--- config.mk ---
export PLATFORM = sky130hd
export DESIGN_NAME = rmed_ctrl
export DESIGN_NICKNAME = d
export VERILOG_FILES = /design/src/design/assert_macros.svh /design/src/design/rmed_pkg.sv /design/src/design/rmed_ctrl.sv
export SDC_FILE = /design/constraint.sdc
export NUM_CORES = 1
export LEC_CHECK = 0
export BUFFER_PORTS_ARGS = -buffer_cell sky130_fd_sc_hd__clkbuf_2
export CELL_PAD_IN_SITES_DETAIL_PLACEMENT = 2
export CELL_PAD_IN_SITES_GLOBAL_PLACEMENT = 2
export CORE_ASPECT_RATIO = 1.5
export CORE_MARGIN = 8
export CORE_UTILIZATION = 23
export CTS_CLUSTER_SIZE = 8
export DETAILED_ROUTE_END_ITERATION = 10
export GPL_ROUTABILITY_DRIVEN = 0
export PLACE_DENSITY = 0.83
export SYNTH_ARGS = -nofsm -noshare
export SYNTH_HDL_FRONTEND = slang
export SYNTH_SLANG_ARGS = --single-unit
--- constraint.sdc ---
create_clock -name clk -period 3.5 [get_ports clk]
set_input_delay 0.35 -clock clk [delete_from_list [all_inputs] [get_ports clk]]
set_output_delay 0.35 -clock clk [all_outputs]
set_load 0.02 [all_outputs]
--- src/design/assert_macros.svh ---
// Assertion macros used by the top-level core RTL file
`ifndef ASSERT_MACROS_SVH
`define ASSERT_MACROS_SVH
`ifndef SYNTHESIS
`define ASSERT_SAME(lbl, ant, cons) \
  lbl: assert property (@(posedge clk) disable iff (rst) (ant) |-> (cons)) \
    else $error("assertion failed");
`define ASSERT_NEXT(lbl, ant, cons) \
  lbl: assert property (@(posedge clk) disable iff (rst) (ant) |=> (cons)) \
    else $error("assertion failed");
`else
`define ASSERT_SAME(lbl, ant, cons)
`define ASSERT_NEXT(lbl, ant, cons)
`endif
`endif

--- src/design/rmed_pkg.sv ---
// Types and constants of the running median block
package rmed_pkg;
  localparam int CAPACITY = 1024;
  localparam int VW = 32;
  localparam int AW = $clog2(CAPACITY);
  localparam int CW = AW + 1;
  localparam int OW = VW + 1;

  localparam logic [1:0] ST_OK   = 2'd0;
  localparam logic [1:0] ST_ERR  = 2'd1;
  localparam logic [1:0] ST_FULL = 2'd2;

  typedef enum logic [3:0] {
    S_IDLE, S_ADD_CHK, S_ADD_CMP, S_REM_CHK, S_REM_CMP,
    S_SH_CHK, S_SH_WR, S_MED_RD, S_MED_A, S_MED_B, S_ERR
  } state_t;

  typedef enum logic [2:0] {
    RD_IDX_M1, RD_IDX, RD_IDX_P1, RD_MID_HI, RD_MID_LO
  } rd_sel_t;

  typedef struct packed {
    logic    load;
    logic    rd_en;
    rd_sel_t rd_sel;
    logic    wr_en;
    logic    wr_val;
    logic    idx_inc;
    logic    idx_dec;
    logic    cnt_inc;
    logic    cnt_dec;
    logic    hold_a;
    logic    fin_med;
    logic    fin_err;
  } ctl_t;

  typedef struct packed {
    logic full;
    logic idx_zero;
    logic idx_at_cnt;
    logic last_shift;
    logic cnt_one;
    logic less;
    logic equal;
    logic out_busy;
  } sts_t;
endpackage

--- src/design/rmed_ctrl.sv ---
// Request sequencer: insert, search, shift and median read steps
module rmed_ctrl import rmed_pkg::*; (
  input  logic clk,
  input  logic rst,
  input  logic s_tvalid,
  input  logic in_cmd,
  output logic s_tready,
  input  sts_t sts,
  output ctl_t ctl
);
  state_t state, state_next;

  always_ff @(posedge clk) begin
    if (rst) begin
      state <= S_IDLE;
    end else begin
      state <= state_next;
    end
  end

  always_comb begin
    state_next = state;
    ctl        = '0;
    ctl.rd_sel = RD_IDX;
    s_tready   = 1'b0;
    case (state)
      S_IDLE: begin
        s_tready = 1'b1;
        if (s_tvalid) begin
          ctl.load   = 1'b1;
          state_next = in_cmd ? S_REM_CHK : S_ADD_CHK;
        end
      end
      S_ADD_CHK: begin
        if (sts.full) begin
          state_next = S_MED_RD;
        end else if (sts.idx_zero) begin
          ctl.wr_en   = 1'b1;
          ctl.wr_val  = 1'b1;
          ctl.cnt_inc = 1'b1;
          state_next  = S_MED_RD;
        end else begin
          ctl.rd_en  = 1'b1;
          ctl.rd_sel = RD_IDX_M1;
          state_next = S_ADD_CMP;
        end
      end
      S_ADD_CMP: begin
        ctl.wr_en = 1'b1;
        if (sts.less) begin
          ctl.idx_dec = 1'b1;
          state_next  = S_ADD_CHK;
        end else begin
          ctl.wr_val  = 1'b1;
          ctl.cnt_inc = 1'b1;
          state_next  = S_MED_RD;
        end
      end
      S_REM_CHK: begin
        if (sts.idx_at_cnt) begin
          state_next = S_ERR;
        end else begin
          ctl.rd_en  = 1'b1;
          state_next = S_REM_CMP;
        end
      end
      S_REM_CMP: begin
        if (sts.equal) begin
          state_next = S_SH_CHK;
        end else begin
          ctl.idx_inc = 1'b1;
          state_next  = S_REM_CHK;
        end
      end
      S_SH_CHK: begin
        if (sts.last_shift) begin
          ctl.cnt_dec = 1'b1;
          state_next  = sts.cnt_one ? S_ERR : S_MED_RD;
        end else begin
          ctl.rd_en  = 1'b1;
          ctl.rd_sel = RD_IDX_P1;
          state_next = S_SH_WR;
        end
      end
      S_SH_WR: begin
        ctl.wr_en   = 1'b1;
        ctl.idx_inc = 1'b1;
        state_next  = S_SH_CHK;
      end
      S_MED_RD: begin
        ctl.rd_en  = 1'b1;
        ctl.rd_sel = RD_MID_HI;
        state_next = S_MED_A;
      end
      S_MED_A: begin
        ctl.hold_a = 1'b1;
        ctl.rd_en  = 1'b1;
        ctl.rd_sel = RD_MID_LO;
        state_next = S_MED_B;
      end
      S_MED_B: begin
        if (!sts.out_busy) begin
          ctl.fin_med = 1'b1;
          state_next  = S_IDLE;
        end
      end
      S_ERR: begin
        if (!sts.out_busy) begin
          ctl.fin_err = 1'b1;
          state_next  = S_IDLE;
        end
      end
      default: state_next = S_IDLE;
    endcase
  end
endmodule

==> flow_summary.yaml <==
power:
  power_frac_seq_pct: 26.3
  p_leak_nw: 0.304
  combPwrFrac_pct: 63.0
  clock_power_share_pct: 10.7
  p_switching_uw: 282
  power_uw: 523
  swShare_pct: 54.0
  irDropWorstVdd_v: 0.000240
  intPower_uw: 240
  powerDensity_nw_per_um2: 782
critical_path:
  crit_type: "reg -> out"
  timing.reg2reg.setup_slack_ps: 1890
  crit_arrival_ps: 1870
  end_kind: "output port"
  r2r_end: "state[0]"
  r2r_cells: 4
  crit_fanout: 20
  cp.required_ps: 3150
  start_kind: "register"
  cp-startpoint: "state[0]"
  reg2reg_from: "state[0]"
sta:
  final_max_slew_viol_count: 0
  setup_ws_ps: 1280
  rsz0062_at_grt: "false"
  fin_crit_ps: 2220
  max_freq_mhz: 451
  tightest_slew_ps: 643
  timing.final.crit_share_pct: 63.4
  whs_ps: 370
  finalClockSkew_ps: 0.270
  setup_viol: 0
  hold_viol: 0
  tns_ps: 0
  slew_headroom_pct: 57.0
finish:
  fillers: 272
  final_cell_area_um2: 668
  reg_top3: "state (4)"
  antenna_cells: 0
  final_common_cell: "clkbuf_2"
  largest_reg_flops: 4
  drive_gt1_share_pct: 33.3
  area.growth.synth_to_final_pct: 24.8
  finalNetCount: 113
  final_core_util_pct: 29.9
  stdcell_count: 122
  final_cell_mix: "26 x clkbuf_2, 8 x nor2_1, 7 x nor3_1"
  regMostFlops: "state"
floorplan:
  dieArea_um2: 4160
  initial_core_util_pct: 24.0
  die_x_um: 55.4
  coreArea_um2: 2230
  pin_count: 27
  rows: 21
  fp.dieH_um: 75.1
synthesis:
  synth-compound-area-share_pct: 29.0
  yosys.area_share.simple_pct: 40.0
  synth_sequential_area_ratio_pct: 15.0
  synth_cell_types: 38
  synth_top_family_by_area: "simple AND/OR/NAND/NOR gates"
  synth_warnings: 0
  yosys.area_share.adder_pct: 0
  synth_cells: 77
  synthMuxAreaShare_pct: 1.87
  syn_area_um2: 536
  syn_area_per_cell_um2: 6.95
  synth_xor_xnor_area_share_pct: 1.64
  synth_nets: 89
  ys_seq_elements: 4
placement:
  dpl_cell_area_um2: 646
  port_buffers: 26
  dpl.cell_count: 119
  hpwlAfterDp_um: 1710
  dp_slack_ps: 1500
detailed_routing:
  vias_per_cell: 5.46
  routed-via-count: 666
  dr.pass1.iters: 3
  drc: 0
  wirelength_um: 2070
  wl_per_cell_um: 17.0
  drt_iter0_markers: 3
  ant_nets: 0
run_status:
  status: "finished clean"
job:
  max_cap_violations: 0
global_routing:
  gr-usage-all-layers_pct: 10.2
  gr-total-overflow: 0
  grt_pass1_wl_um: 3440
  antenna_found_initial: 0
  grt_pass1_vias: 733
  grt_max_degree: 21
cts:
  ctsHoldBuffers: 0
  cts_resized: 0
  cts_inserted_buffers: 3
  htreeDepth: 1
  cts_tree: "built"
  root_buffer: "clkbuf_4"
  clk-insertion-delay-late_ps: 230
  clkTransAtPathRegs_ps: 30
  clock_path_buffers: 2
  cts_setup_buffers: 0
  clock_sinks: 4
min_path:
  whs_path_depth: 2
  min_to: "state[3]"
  worstHoldStart: "rst"
  hold_class: "in -> reg"
## worst max-delay path, stage by stage (launching register included)
cell	delay (ps)
dfxtp_1	720
nor2b_1	300
nand3b_1	130
a21boi_0	260
clkbuf_2	220
## routing by layer
metal,vias to the layer above,GRT usage [%],wire (µm)
met5,-,0,0
met4,0,4.95,7
met3,2,2.87,81
met2,16,19.5,1110
met1,325,9.92,868
li1,323,-,-
## cells by family (layout without fill, tap and decap cells)
family	after synthesis	count (layout)
DFF	4	4
AOI/OAI and AO/OA	21	21
muxes	1	1
buffers and inverters	12	34
xor gates and xnor gates	1	1
and+or+nand+nor	38	38
## cell usage after synthesis, drive strengths merged
library cell | number | area share (%)
a32oi | 1 | 1.6
xnor2 | 1 | 1.6
o31ai | 1 | 2.3
and3 | 1 | 1.2
o21a | 1 | 1.4
a22o | 1 | 1.6
a21oi | 5 | 4.7
nor3b | 1 | 1.4
buf | 7 | 9.1
nor4 | 1 | 1.2
a211o | 1 | 1.6
nor2 | 8 | 5.6
and2 | 1 | 1.2
and4bb | 1 | 2.3
o211ai | 2 | 2.8
mux2i | 1 | 1.9
dfxtp | 4 | 15
o41ai | 1 | 1.6
a211oi | 1 | 1.4
inv | 5 | 3.5
a221oi | 1 | 1.6
nand3b | 2 | 2.8
or3 | 2 | 3.3
a31oi | 1 | 1.2
nor3 | 7 | 6.5
nand3 | 2 | 1.9
o221a | 1 | 2.1
o21ai | 2 | 1.9
a21boi | 1 | 1.4
o2bb2ai | 1 | 1.6
nand2b | 5 | 5.8
or3b | 1 | 1.6
nor2b | 2 | 2.3
nand2 | 4 | 2.8
## final cells by class
| class | instances | area (µm²) | area share, % |
|---|---|---|---|
| timing repair buffer | 26 | 130 | 19.5 |
| clock buffer | 3 | 22.5 | 3.37 |
| tap | 23 | 28.8 | 4.31 |
| multi-input combinational | 61 | 388 | 58.1 |
| sequential | 4 | 80.1 | 12.0 |
| inverter | 5 | 18.8 | 2.81 |
## power by group through the flow
stage / Sequential (mW) / Clock [mW] / Combinational [mW]
6_report: 0.137 / 0.0561 / 0.329
5_1_grt: 0.146 / 0.0640 / 0.361
4_1_cts: 0.136 / 0.0580 / 0.337
3_5_place_dp: 0.138 / 0 / 0.335
3_3_place_gp: 0.135 / 0 / 0.327
2_1_floorplan: 0.0729 / 0 / 0.318
## worst max path at each step
stage	slack, ps	end	cells after the start
4_1_cts	1250	ctl[7]	4
3_3_place_gp	1590	ctl[7]	3
3_5_place_dp	1500	ctl[7]	4
6_report	1280	ctl[7]	4
2_1_floorplan	1480	ctl[13]	4
5_1_grt	1100	ctl[4]	4
No activity file was read; power rests on OpenSTA's default activity.
